[config.mk]
export PLATFORM = sky130hd
export DESIGN_NAME = strongly_connected_components_unit
export DESIGN_NICKNAME = d
export VERILOG_FILES = /design/src/rtl/scc_pkg.sv /design/src/rtl/scc_ram.sv /design/src/rtl/scc_out_buf.sv /design/src/rtl/strongly_connected_components_unit.sv
export SDC_FILE = /design/constraint.sdc
export NUM_CORES = 2
export LEC_CHECK = 0
export BUFFER_PORTS_ARGS = -buffer_cell sky130_fd_sc_hd__buf_2
export CORE_UTILIZATION = 35
export CTS_BUF_LIST = sky130_fd_sc_hd__clkbuf_8
export DETAILED_ROUTE_END_ITERATION = 16
export PLACE_DENSITY = 0.6
export SYNTH_ARGS = -nofsm -noshare
export SYNTH_HDL_FRONTEND = slang
export SYNTH_MEMORY_MAX_BITS = 65536
export SYNTH_SLANG_ARGS = --single-unit
export TNS_END_PERCENT = 50
[constraint.sdc]
create_clock -name aclk -period 37.4 [get_ports aclk]
set_input_delay 3.74 -clock aclk [delete_from_list [all_inputs] [get_ports aclk]]
set_output_delay 3.74 -clock aclk [all_outputs]
set_load 0.02 [all_outputs]
[src/rtl/scc_pkg.sv]
// ----------------------------------------------------------------------------
// scc_pkg - shared types and constants
// Result word layout, node bound, command codes and the cap on words per run.
// ----------------------------------------------------------------------------
package scc_pkg;

    // node ids travel as 6-bit fields on both channels
    localparam int MAX_NODES  = 64;
    localparam int RESULT_CAP = 64;
    localparam int RES_CNT_W  = 7;

    // command kinds on s_tuser[0]
    localparam logic CMD_ADD_EDGE = 1'b0;
    localparam logic CMD_RUN      = 1'b1;

    typedef struct packed {
        logic       run_last;
        logic       comp_last;
        logic       overflow;
        logic [6:0] comp_total;
        logic [5:0] comp_index;
        logic [5:0] node_id;
    } scc_res_t;

endpackage

[src/rtl/scc_ram.sv]
// ----------------------------------------------------------------------------
// scc_ram - simple dual-port RAM
// One write port, one read port with enable and registered data.
// ----------------------------------------------------------------------------
module scc_ram #(
    parameter int W = 8,
    parameter int D = 64
) (
    input  logic                 aclk,
    input  logic                 we,
    input  logic [$clog2(D)-1:0] waddr,
    input  logic [W-1:0]         wdata,
    input  logic                 re,
    input  logic [$clog2(D)-1:0] raddr,
    output logic [W-1:0]         rdata
);

    logic [W-1:0] mem [D];

    always_ff @(posedge aclk) begin
        if (we) begin
            mem[waddr] <= wdata;
        end
        if (re) begin
            rdata <= mem[raddr];
        end
    end

endmodule

[src/rtl/scc_out_buf.sv]
// ----------------------------------------------------------------------------
// scc_out_buf - result holding stage
// Holds the newest word back so its end marks can still be set, plus the
// output register facing the stream.
// ----------------------------------------------------------------------------
module scc_out_buf import scc_pkg::*; (
    input  logic     aclk,
    input  logic     aresetn,
    input  logic     push,
    input  scc_res_t push_res,
    input  logic     close_comp,
    input  logic     flush,
    output logic     can_take,
    output logic     m_tvalid,
    input  logic     m_tready,
    output scc_res_t m_res
);

    logic     pend_v_reg, pend_v_next;
    scc_res_t pend_reg, pend_next;
    logic     out_v_reg, out_v_next;
    scc_res_t out_reg, out_next;
    logic     out_free;

    assign out_free = !out_v_reg || m_tready;
    assign can_take = !pend_v_reg || out_free;
    assign m_tvalid = out_v_reg;
    assign m_res    = out_reg;

    always_comb begin
        pend_v_next = pend_v_reg;
        pend_next   = pend_reg;
        out_v_next  = out_v_reg && !m_tready;
        out_next    = out_reg;
        if (push) begin
            if (pend_v_reg) begin
                out_v_next = 1'b1;
                out_next   = pend_reg;
            end
            pend_v_next = 1'b1;
            pend_next   = push_res;
        end else if (flush) begin
            if (pend_v_reg) begin
                out_v_next        = 1'b1;
                out_next          = pend_reg;
                out_next.run_last = 1'b1;
            end
            pend_v_next = 1'b0;
        end else if (close_comp && pend_v_reg) begin
            pend_next.comp_last = 1'b1;
        end
    end

    always_ff @(posedge aclk) begin
        if (!aresetn) begin
            pend_v_reg <= 1'b0;
            out_v_reg  <= 1'b0;
        end else begin
            pend_v_reg <= pend_v_next;
            out_v_reg  <= out_v_next;
        end
        pend_reg <= pend_next;
        out_reg  <= out_next;
    end

endmodule

[src/rtl/strongly_connected_components_unit.sv]
// ----------------------------------------------------------------------------
// strongly_connected_components_unit - Kosaraju SCC engine
// Edge store plus a two-pass depth-first sequencer over one edge RAM port.
// ----------------------------------------------------------------------------
// Usage:
//  s_ channel: one word per command. s_tuser[0] = 0 appends an edge
//    (tdata: edge_from, edge_to, undirected), 1 starts a component search.
//  m_ channel: one word per node reached by the second pass, grouped by
//    component; tlast marks the last word of a run, tuser the last of a
//    component. Up to 64 words per run.
//  cfg_we/cfg_wdata: node_count, written while idle (reset value 64).
//  Add-edge: an undirected edge also writes the reverse word. A run is
//    dominated by the edge RAM read loop, each read going through a read
//    and a check state; the second pass makes a full edge sweep for every
//    push and pop.
//  s_tready is low for the whole run.
//  Reset clears the edge count, overflow flag and output stage; no sweep.
//  A stalled receiver holds up the sequencer only when both the output
//  register and the held-back word are full.
// ----------------------------------------------------------------------------
module strongly_connected_components_unit import scc_pkg::*; #(
    parameter int MAX_EDGES = 256
) (
    input  logic        aclk,
    input  logic        aresetn,
    input  logic        s_tvalid,
    output logic        s_tready,
    input  logic [15:0] s_tdata,   // edge_from[5:0], edge_to[11:6], undirected[12], zero
    input  logic [0:0]  s_tuser,   // kind[0]
    output logic        m_tvalid,
    input  logic        m_tready,
    output logic [23:0] m_tdata,   // node_id[5:0], component_index[11:6],
                                   // component_total[18:12], edge_overflow[19], zero
    output logic [0:0]  m_tuser,   // component_last[0]
    output logic        m_tlast,   // run_last
    input  logic        cfg_we,
    input  logic [6:0]  cfg_wdata
);

    localparam int NW  = $clog2(MAX_NODES);     // node id
    localparam int NAW = $clog2(MAX_NODES);     // stack address
    localparam int CW  = $clog2(MAX_NODES + 1); // node counts
    localparam int AW  = $clog2(MAX_EDGES);     // edge address
    localparam int EW  = $clog2(MAX_EDGES + 1); // edge counts
    localparam int WW  = NW + EW;               // walk stack entry

    localparam logic [3:0] ST_IDLE     = 4'd0;
    localparam logic [3:0] ST_ADD2     = 4'd1;
    localparam logic [3:0] ST_P1_START = 4'd2;
    localparam logic [3:0] ST_P1_RD    = 4'd3;
    localparam logic [3:0] ST_P1_CHK   = 4'd4;
    localparam logic [3:0] ST_P1_POP   = 4'd5;
    localparam logic [3:0] ST_P2_NEXT  = 4'd6;
    localparam logic [3:0] ST_P2_SEED  = 4'd7;
    localparam logic [3:0] ST_P2_RD    = 4'd8;
    localparam logic [3:0] ST_P2_CHK   = 4'd9;
    localparam logic [3:0] ST_P2_DEC   = 4'd10;
    localparam logic [3:0] ST_P2_POP   = 4'd11;
    localparam logic [3:0] ST_FINISH   = 4'd12;

    logic [3:0]           state_reg, state_next;
    logic [6:0]           node_count_reg;
    logic [EW-1:0]        edge_total_reg, edge_total_next;
    logic                 ovf_reg, ovf_next;
    logic [MAX_NODES-1:0] vis1_reg, vis1_next, vis2_reg, vis2_next;
    logic [CW-1:0]        starts_reg, starts_next;
    logic [CW-1:0]        start_reg, start_next;
    logic [NW-1:0]        cur_reg, cur_next;
    logic [EW-1:0]        pos_reg, pos_next;
    logic [CW-1:0]        sp_reg, sp_next;
    logic [CW-1:0]        fin_top_reg, fin_top_next;
    logic [NW-1:0]        best_reg, best_next;
    logic                 best_v_reg, best_v_next;
    logic [CW-1:0]        comp_reg, comp_next;
    logic [RES_CNT_W-1:0] res_cnt_reg, res_cnt_next;
    logic [NW-1:0]        add_a_reg, add_a_next, add_b_reg, add_b_next;

    // RAM ports
    logic          e_we, e_re;
    logic [2*NW-1:0] e_wdata, e_rdata;
    logic          w_we, w_re;
    logic [WW-1:0] w_wdata, w_rdata;
    logic          f_we, f_re;
    logic [NW-1:0] f_wdata, f_rdata;
    logic [CW-1:0] sp_m1, fin_m1;

    // output stage
    logic     ob_push, ob_close, ob_flush, ob_can;
    scc_res_t ob_res, m_res;

    logic [5:0]    in_from, in_to;
    logic          in_und, in_kind, in_ok;
    logic [NW-1:0] ed_src, ed_dst;
    logic          room;
    logic          emit_ok;

    assign in_from = s_tdata[5:0];
    assign in_to   = s_tdata[11:6];
    assign in_und  = s_tdata[12];
    assign in_kind = s_tuser[0];
    assign in_ok   = (32'(in_from) < MAX_NODES) && (32'(in_to) < MAX_NODES);

    assign ed_src  = e_rdata[NW-1:0];
    assign ed_dst  = e_rdata[2*NW-1:NW];
    assign sp_m1   = sp_reg - CW'(1);
    assign fin_m1  = fin_top_reg - CW'(1);
    assign room    = edge_total_reg != EW'(MAX_EDGES);
    // past the word cap nothing is pushed, so there is nothing to wait for
    assign emit_ok = (res_cnt_reg < RES_CNT_W'(RESULT_CAP)) ? ob_can : 1'b1;

    assign s_tready = state_reg == ST_IDLE;

    always_comb begin
        state_next      = state_reg;
        edge_total_next = edge_total_reg;
        ovf_next        = ovf_reg;
        vis1_next       = vis1_reg;
        vis2_next       = vis2_reg;
        starts_next     = starts_reg;
        start_next      = start_reg;
        cur_next        = cur_reg;
        pos_next        = pos_reg;
        sp_next         = sp_reg;
        fin_top_next    = fin_top_reg;
        best_next       = best_reg;
        best_v_next     = best_v_reg;
        comp_next       = comp_reg;
        res_cnt_next    = res_cnt_reg;
        add_a_next      = add_a_reg;
        add_b_next      = add_b_reg;
        e_we     = 1'b0;
        e_wdata  = {add_a_reg, add_b_reg};
        e_re     = 1'b0;
        w_we     = 1'b0;
        w_wdata  = {pos_reg + EW'(1), cur_reg};
        w_re     = 1'b0;
        f_we     = 1'b0;
        f_wdata  = cur_reg;
        f_re     = 1'b0;
        ob_push  = 1'b0;
        ob_close = 1'b0;
        ob_flush = 1'b0;
        ob_res.run_last   = 1'b0;
        ob_res.comp_last  = 1'b0;
        ob_res.overflow   = ovf_reg;
        ob_res.comp_total = 7'(comp_reg) + 7'd1;
        ob_res.comp_index = 6'(comp_reg);
        ob_res.node_id    = 6'(f_rdata);

        case (state_reg)
            ST_IDLE: begin
                if (s_tvalid) begin
                    if (in_kind == CMD_RUN) begin
                        vis1_next    = '0;
                        vis2_next    = '0;
                        starts_next  = (32'(node_count_reg) > MAX_NODES) ?
                                       CW'(MAX_NODES) : CW'(node_count_reg);
                        start_next   = '0;
                        fin_top_next = '0;
                        comp_next    = '0;
                        res_cnt_next = '0;
                        state_next   = ST_P1_START;
                    end else begin
                        // word stored as {dst, src}
                        e_wdata    = {NW'(in_to), NW'(in_from)};
                        add_a_next = NW'(in_from);
                        add_b_next = NW'(in_to);
                        if (in_ok) begin
                            if (room) begin
                                e_we            = 1'b1;
                                edge_total_next = edge_total_reg + EW'(1);
                            end else begin
                                ovf_next = 1'b1;
                            end
                            if (in_und) begin
                                state_next = ST_ADD2;
                            end
                        end
                    end
                end
            end
            ST_ADD2: begin
                // reverse half: add_a is the destination now
                if (room) begin
                    e_we            = 1'b1;
                    edge_total_next = edge_total_reg + EW'(1);
                end else begin
                    ovf_next = 1'b1;
                end
                state_next = ST_IDLE;
            end
            ST_P1_START: begin
                if (start_reg == starts_reg) begin
                    state_next = ST_P2_NEXT;
                end else if (vis1_reg[start_reg[NW-1:0]]) begin
                    start_next = start_reg + CW'(1);
                end else begin
                    vis1_next[start_reg[NW-1:0]] = 1'b1;
                    cur_next   = start_reg[NW-1:0];
                    pos_next   = '0;
                    sp_next    = '0;
                    state_next = ST_P1_RD;
                end
            end
            ST_P1_RD: begin
                if (pos_reg == edge_total_reg) begin
                    // node finished
                    f_we         = 1'b1;
                    fin_top_next = fin_top_reg + CW'(1);
                    if (sp_reg == '0) begin
                        start_next = start_reg + CW'(1);
                        state_next = ST_P1_START;
                    end else begin
                        w_re       = 1'b1;
                        sp_next    = sp_m1;
                        state_next = ST_P1_POP;
                    end
                end else begin
                    e_re       = 1'b1;
                    state_next = ST_P1_CHK;
                end
            end
            ST_P1_CHK: begin
                if (ed_src == cur_reg && !vis1_reg[ed_dst]) begin
                    vis1_next[ed_dst] = 1'b1;
                    w_we     = 1'b1;
                    sp_next  = sp_reg + CW'(1);
                    cur_next = ed_dst;
                    pos_next = '0;
                end else begin
                    pos_next = pos_reg + EW'(1);
                end
                state_next = ST_P1_RD;
            end
            ST_P1_POP: begin
                cur_next   = w_rdata[NW-1:0];
                pos_next   = w_rdata[WW-1:NW];
                state_next = ST_P1_RD;
            end
            ST_P2_NEXT: begin
                if (fin_top_reg == '0) begin
                    state_next = ST_FINISH;
                end else begin
                    f_re         = 1'b1;
                    fin_top_next = fin_m1;
                    state_next   = ST_P2_SEED;
                end
            end
            ST_P2_SEED: begin
                if (vis2_reg[f_rdata]) begin
                    state_next = ST_P2_NEXT;
                end else if (emit_ok) begin
                    vis2_next[f_rdata] = 1'b1;
                    if (res_cnt_reg < RES_CNT_W'(RESULT_CAP)) begin
                        ob_push      = 1'b1;
                        res_cnt_next = res_cnt_reg + RES_CNT_W'(1);
                    end
                    cur_next    = f_rdata;
                    sp_next     = '0;
                    pos_next    = '0;
                    best_v_next = 1'b0;
                    state_next  = ST_P2_RD;
                end
            end
            ST_P2_RD: begin
                if (pos_reg == edge_total_reg) begin
                    state_next = ST_P2_DEC;
                end else begin
                    e_re       = 1'b1;
                    state_next = ST_P2_CHK;
                end
            end
            ST_P2_CHK: begin
                // smallest unvisited source of an edge into cur
                if (ed_dst == cur_reg && !vis2_reg[ed_src] &&
                    (!best_v_reg || ed_src < best_reg)) begin
                    best_next   = ed_src;
                    best_v_next = 1'b1;
                end
                pos_next   = pos_reg + EW'(1);
                state_next = ST_P2_RD;
            end
            ST_P2_DEC: begin
                ob_res.node_id = 6'(best_reg);
                if (best_v_reg) begin
                    if (emit_ok) begin
                        vis2_next[best_reg] = 1'b1;
                        if (res_cnt_reg < RES_CNT_W'(RESULT_CAP)) begin
                            ob_push      = 1'b1;
                            res_cnt_next = res_cnt_reg + RES_CNT_W'(1);
                        end
                        w_we        = 1'b1;
                        w_wdata     = {EW'(0), cur_reg};
                        sp_next     = sp_reg + CW'(1);
                        cur_next    = best_reg;
                        pos_next    = '0;
                        best_v_next = 1'b0;
                        state_next  = ST_P2_RD;
                    end
                end else if (sp_reg == '0) begin
                    ob_close   = 1'b1;
                    comp_next  = comp_reg + CW'(1);
                    state_next = ST_P2_NEXT;
                end else begin
                    w_re       = 1'b1;
                    sp_next    = sp_m1;
                    state_next = ST_P2_POP;
                end
            end
            ST_P2_POP: begin
                cur_next    = w_rdata[NW-1:0];
                pos_next    = '0;
                best_v_next = 1'b0;
                state_next  = ST_P2_RD;
            end
            ST_FINISH: begin
                if (ob_can) begin
                    ob_flush   = 1'b1;
                    state_next = ST_IDLE;
                end
            end
            default: begin
                state_next = ST_IDLE;
            end
        endcase
    end

    always_ff @(posedge aclk) begin
        if (!aresetn) begin
            state_reg      <= ST_IDLE;
            node_count_reg <= 7'd64;
            edge_total_reg <= '0;
            ovf_reg        <= 1'b0;
        end else begin
            state_reg      <= state_next;
            edge_total_reg <= edge_total_next;
            ovf_reg        <= ovf_next;
            if (cfg_we) begin
                node_count_reg <= cfg_wdata;
            end
        end
        vis1_reg    <= vis1_next;
        vis2_reg    <= vis2_next;
        starts_reg  <= starts_next;
        start_reg   <= start_next;
        cur_reg     <= cur_next;
        pos_reg     <= pos_next;
        sp_reg      <= sp_next;
        fin_top_reg <= fin_top_next;
        best_reg    <= best_next;
        best_v_reg  <= best_v_next;
        comp_reg    <= comp_next;
        res_cnt_reg <= res_cnt_next;
        add_a_reg   <= add_a_next;
        add_b_reg   <= add_b_next;
    end

    // edge store: {destination, source}
    scc_ram #(.W(2*NW), .D(MAX_EDGES)) u_edges (
        .aclk  (aclk),
        .we    (e_we),
        .waddr (edge_total_reg[AW-1:0]),
        .wdata (e_wdata),
        .re    (e_re),
        .raddr (pos_reg[AW-1:0]),
        .rdata (e_rdata)
    );

    // walk stack below the current node: {resume position, node}
    scc_ram #(.W(WW), .D(MAX_NODES)) u_walk (
        .aclk  (aclk),
        .we    (w_we),
        .waddr (sp_reg[NAW-1:0]),
        .wdata (w_wdata),
        .re    (w_re),
        .raddr (sp_m1[NAW-1:0]),
        .rdata (w_rdata)
    );

    // finishing order
    scc_ram #(.W(NW), .D(MAX_NODES)) u_finish (
        .aclk  (aclk),
        .we    (f_we),
        .waddr (fin_top_reg[NAW-1:0]),
        .wdata (f_wdata),
        .re    (f_re),
        .raddr (fin_m1[NAW-1:0]),
        .rdata (f_rdata)
    );

    scc_out_buf u_out (
        .aclk       (aclk),
        .aresetn    (aresetn),
        .push       (ob_push),
        .push_res   (ob_res),
        .close_comp (ob_close),
        .flush      (ob_flush),
        .can_take   (ob_can),
        .m_tvalid   (m_tvalid),
        .m_tready   (m_tready),
        .m_res      (m_res)
    );

    assign m_tdata = {4'd0, m_res.overflow, m_res.comp_total,
                      m_res.comp_index, m_res.node_id};
    assign m_tuser = m_res.comp_last;
    assign m_tlast = m_res.run_last;

    // a run word must start the first pass
    a_run_start: assert property (@(posedge aclk) disable iff (!aresetn)
        s_tvalid && s_tready && s_tuser[0] == CMD_RUN |=> state_reg == ST_P1_START)
        else $error("run word did not start first pass");

    // overflow is sticky
    a_ovf_sticky: assert property (@(posedge aclk) disable iff (!aresetn)
        $past(aresetn) |-> !$fell(ovf_reg))
        else $error("overflow flag cleared");

    // stacks stay within depth during a run
    a_stack_bound: assert property (@(posedge aclk) disable iff (!aresetn)
        state_reg != ST_IDLE && state_reg != ST_ADD2 |->
        32'(sp_reg) <= MAX_NODES && 32'(fin_top_reg) <= MAX_NODES)
        else $error("stack pointer beyond depth");

endmodule
### Word-level counts from Yosys, hierarchy flattened

Memories as Yosys holds them, arrays and structs flattened. A register that Yosys moved wholly into a read port is not among the register bits.
Cells that the tools add are included.
W data, S select, Z words.

| cells by class | value |
|---|---|
| add/sub/neg operators | 9 |
| magnitude comparators | 12 |
| equality and inequality tests | 38 |
| mux-type cells | 150 |
| bitwise logic cells | 6 |
| reductions and logical operators | 53 |

Operators with widths:

| cell | number |
|---|---|
| $mux W64 | 9 |
| $pmux W64 S3 | 2 |
| $or A64 B64 Y64 | 4 |
| $mux W7 | 23 |
| $mux W22 | 4 |
| $mux W9 | 9 |
| $pmux W7 S3 | 3 |
| $pmux W9 S7 | 1 |
| $mux W1 | 52 |
| $mux W4 | 12 |
| $mux W6 | 8 |
| $mux W15 | 3 |
| $pmux W4 S10 | 1 |
| $mux W12 | 3 |
| $add A7 B1 Y7 const B | 5 |
| $lt A6 B7 Y1 const B | 5 |
| $pmux W7 S5 | 1 |
| $ne A2 B2 Y1 const B | 17 |
| $pmux W6 S5 | 1 |
| $bmux W1 S6 | 4 |
| $demux W1 S6 | 4 |
| $ge A6 B1 Y1 const B | 4 |
| $eq A4 B4 Y1 const B | 5 |
| $reduce_and A5 Y1 | 4 |
| 39 further kinds | 84 |

| word-level totals | value |
|---|---|
| flip-flop bits (word level) | 270 |
| memory bits (writable) | 4416 |
| bits of input ports | 29 |
| memories kept | 3 |

Memory list:

| memory | words | bits a word | read ports | clocked after memory_dff | write ports | RTL line | RTL |
|---|---|---|---|---|---|---|---|
| u_edges.mem | 256 | 12 | 1 | 1 | 1 | scc_ram.sv:18 | `logic [W-1:0] mem [D];` |
| u_walk.mem | 64 | 15 | 1 | 1 | 1 | scc_ram.sv:18 |  |
| u_finish.mem | 64 | 6 | 1 | 1 | 1 | scc_ram.sv:18 |  |

### Depth between registers and ports, before layout

| depth | value |
|---|---|
| depth in word-level cells | 9 |
| mapped depth | 13 |
| gate-level depth less buffers | 9 |

### Hierarchy

Synthesis repeated with hierarchy kept, for this count alone.

| second synthesis, totals | value |
|---|---|
| cell total of the unflattened synthesis | 9412 |
| area total of the unflattened synthesis | 187317.2 um^2 |

Modules (own cells, without submodules):

| module | instances | cells each | area each (um^2) |
|---|---|---|---|
| scc_ram (u_edges) | 1 | 5506 | 118752.6 |
| scc_ram (u_walk) | 1 | 1638 | 37339.6 |
| scc_ram (u_finish) | 1 | 720 | 15285.9 |
| strongly_connected_components_unit | 1 | 1493 | 14515.2 |
| scc_out_buf | 1 | 55 | 1423.9 |

### Worst setup path after synthesis

OpenSTA, ideal clock, no wires.

| path | value |
|---|---|
| path type | in2reg |
| start point | input port s_tvalid |
| end point | register vis1_reg[0] (enable) |
| setup time | 0.828 ns |
| arrival | 13.790 ns |
| slack | 22.782 ns |
| stages | 2 |
| cells stage by stage | nand2_1 a2111oi_0 |

| between the ends | value |
|---|---|
| word-level cells in the longest chain between the ends | 2 |

Ends and longest elaborated chain:

| element | RTL line | RTL |
|---|---|---|
| start, declared | strongly_connected_components_unit.sv:26 | `input logic s_tvalid,` |
| $ne A2 B2 Y1 (no line) | -- |  |
| $reduce_and A6 Y1 (no line) | -- |  |
| end signal, assigned | strongly_connected_components_unit.sv:342 | `vis1_reg <= vis1_next;` |
| end, declared | strongly_connected_components_unit.sv:65 | `logic [MAX_NODES-1:0] vis1_reg, vis1_next, vis2_reg, vis2_next;` |

No other way between the ends.
A chain may end at the register's enable or synchronous reset.

### Worst setup path after layout

| path | value |
|---|---|
| start point | register pos_reg[0] |
| end point | register u_edges.rdata[7] (read register of u_edges.mem), data pin |

| between the ends | value |
|---|---|
| word-level cells in the longest chain between the ends | 3 |

Ends and longest elaborated chain:

| element | RTL line | RTL |
|---|---|---|
| start, declared | strongly_connected_components_unit.sv:69 | `logic [EW-1:0] pos_reg, pos_next;` |
| start signal, assigned | strongly_connected_components_unit.sv:347 | `pos_reg <= pos_next;` |
| $eq A9 B9 Y1 | strongly_connected_components_unit.sv:206, strongly_connected_components_unit.sv:266 |  |
| $mux W1 | strongly_connected_components_unit.sv:206, strongly_connected_components_unit.sv:266 |  |
| $mux W1 | -- |  |
| end, declared | scc_ram.sv:15 | `output logic [W-1:0] rdata` |

Parallel ways exist; a longest one is shown, timed or not.

==> flow_summary.ini <==
[synthesis]
postSynthCellCount = 8773
synth_compound_area_frac = 0.0254
synth_cell_types = 76
synth-xor-area-share = 0.00315
synth-simple-area-share = 0.0300
synthFlopType = edfxtp_1
muxShareOfSynthArea = 0.166
synth_fa_ha_area_frac = 0.00121
synth.cell_area_sq_um = 186000
synth-async-reset-ratio = 0
synth_seq_area_share = 0.760
synth_top_family_by_area = multiplexers
synth-seq-cells = 4719
ys_warn_count = 0
synth_edf_count = 4695
postSynthAreaPerCell_sq_um = 21.2

[setup_path]
worstPathRequired_ns = 38.27
crit_path_end_kind = flip-flop
worstPathArrival_ns = 8.51
path_cells = buf_4, buf_12, buf_4, buf_4, buf_12, buf_4, mux4_2, mux4_2, mux2i_1, a21oi_1, nor3_1, nor3_1
slowest_stage = nor3_1
cp-start-kind = flip-flop
max_stage_delay_ns = 0.74
cp_common_cell = buf_4
path_buf_inv = 6
crit_family = buffers and inverters
path_class = flip-flop to flip-flop
path_max_fanout = 92

[timing]
clock_skew_ns = 0.0840
slew_violations = 0
max_slew_margin = 0.0229
fin_crit_sh = 0.204
finalHoldViolCount = 0
worstMarginPinSlew_ns = 1.45
rsz0062_at_grt = no
setup_ws_ns = 29.76
period_minus_slack_ns = 7.64
setup_tns_ns = 0
fmax_ghz = 0.131
setup-violations-final = 0

[clocking]
cts_tree = built
cts_hold_buf = 0
clk_latency_ns = 1.27
post_cts_buffers = 0
cts_buffer_depth = 4
cts_root_buf = clkbuf_8
cts_max_level = 6
cts_resized = 0
numCtsBuffers = 713
cts.clk_slew.worst_paths_ns = 0.06
cts_sinks = 4719

[global_routing]
grt_pass1_wl_microns = 660000
grt_max_degree = 145
track_usage = 0.167
grt-ovfl-total = 0
grt_pass1_vias = 94100
antenna_found_initial = 18

[placed_design]
place.gp.congestion = 0.858
post-place-ws_ns = 29.05
portBuffers = 49
dp.cells = 15500
dp_hpwl_microns = 263000
post_dp_cell_area_sq_um = 195000

[cells_and_area]
post-route-util = 0.393
multi_input_area_sq_um = 42700
top_regs = u_edges.mem: 3072 flops, u_walk.mem: 960 flops, u_finish.mem: 384 flops
regArea_sq_um = 141000
fillers = 46800
fin_area_sq_um = 208000
fin_cells = 16800
areaGrowthSynthToFinish_pct = 11.7
regMostFlops = u_edges.mem
largest_reg_flops = 3072
nets = 9303
drive_gt1_frac = 0.261

[status]
status = complete, but fails checks
violations = capacitance limit

[floorplan]
ioPinCount = 57
core_area_sq_um = 529000
start_util = 0.352
fp.dieArea_sq_um = 535000
die_w_microns = 731
num_rows = 267
die_h_microns = 731

[drt]
totalWireLength_microns = 457000
firstDrtPassIters = 7
drc = 0
drtIter0Drc = 10700
final_antenna_net_count = 0
vias = 91800
wire_per_inst_microns = 27.2
viasPerCell = 5.47

[power]
ir_worst_vdd_uv = 41.1
leakagePower_nw = 63.9
power_density_nw_per_um2 = 50.7

[min_path]
hp-class = flip-flop to flip-flop

[run]
maxCapViolCount = 1
==> logic make-up (layout without fill, tap and decap cells) <==
kind of cell	after synthesis	after routing
DFF	4719	4719
muxes	1485	1485
and+or+nand+nor	1258	1258
AOI/OAI and AO/OA	674	674
buffers and inverters	551	1550
xor gates and xnor gates	67	67
adders and majority gates	18	18
other	1	12
==> cells in the mapped netlist, types with 18 or more instances <==
master    count  area share
nor3_1       60      0.0016
o21ai_0      69      0.0019
edfxtp_1   4695        0.76
dfxtp_1      24      0.0026
o211ai_1     25      0.0010
mux2i_1     177      0.0095
o22ai_1     124      0.0042
mux4_2     1284        0.16
nand2b_1     27     0.00091
clkbuf_1    308      0.0062
buf_2        84      0.0023
xor2_1       30      0.0014
nor2_1      710       0.014
a221oi_1     84      0.0040
buf_4        73      0.0029
a22oi_1      98      0.0040
buf_1        51      0.0010
xnor2_1      37      0.0017
a21oi_1     100      0.0027
and2_1       27     0.00091
inv_1        20     0.00040
mux2_2       24      0.0015
o221ai_1     38      0.0018
or3_1        19     0.00064
nand3_1      75      0.0020
and3_1       20     0.00067
ha_1         18      0.0012
nand2_1     193      0.0039
a211oi_1     23     0.00093
nor2b_1      37      0.0012
==> layout by cell type (no fill, tap or decap), types with 20 or more instances in the layout <==
cell type	count
edfxtp_1	4695
mux4_2	1284
clkbuf_8	727
nor2_1	684
inv_1	234
buf_4	226
nand2_1	181
mux2i_1	177
clkinv_1	162
o22ai_1	124
a21oi_1	98
a22oi_1	98
a221oi_1	84
nand3_1	71
o21ai_0	69
clkinv_2	69
nor3_1	57
buf_2	51
o221ai_1	38
nor2b_1	35
xnor2_1	32
xor2_1	29
nand2b_1	27
and2_1	26
o211ai_1	25
dfxtp_1	24
a211oi_1	22
and3_1	20
clkinvlp_4	20
==> through the flow <==
| stage | total power, W | hold WS, ns |
|---|---|---|
| final | 0.0105 | 0.419 |
| after global routing | 0.0109 | 0.430 |
| after CTS | 0.0106 | 0.420 |
| after detailed placement | 0.00677 | 0.406 |
| after global placement | 0.00675 | 0.410 |
| after floorplan | 0.00649 | 0.400 |
==> final timing paths <==
path,start,endpoint,slack [ns],cells past startpoint
hold reg to reg,u_out.pend_reg[1]$_DFFE_PP_,u_out.m_res[1]$_DFFE_PP_,0.42,0
setup / recovery,pos_reg[0]$_DFFE_PP_,u_edges.rdata[7]$_DFFE_PP_,29.76,12
hold / removal,u_out.pend_reg[1]$_DFFE_PP_,u_out.m_res[1]$_DFFE_PP_,0.42,0
setup reg to reg,pos_reg[0]$_DFFE_PP_,u_edges.rdata[7]$_DFFE_PP_,29.76,12
==> metal layers <==
metal | GRT usage | share of wire
met5 | 0 | 0.00031
met4 | 0.0536 | 0.030
met3 | 0.0370 | 0.085
met2 | 0.266 | 0.47
met1 | 0.230 | 0.41
==> where the power goes <==
| group | internal, W | switching [W] | total (W) |
|---|---|---|---|
| logic | 0.000263 | 0.000471 | 0.000734 |
| clock network | 0.00190 | 0.00199 | 0.00389 |
| registers | 0.00590 | 0.0000248 | 0.00592 |
==> layout make-up <==
cell class | count | area share
well taps | 6994 | 0.0421
clock buffers | 727 | 0.0481
diodes | 8 | 0.0000963
multi-input cells | 3506 | 0.205
inverters | 25 | 0.000451
repair buffers | 291 | 0.0107
clock inverters | 507 | 0.0128
flip-flops and latches | 4719 | 0.680
(Power assumes the default switching activity.)
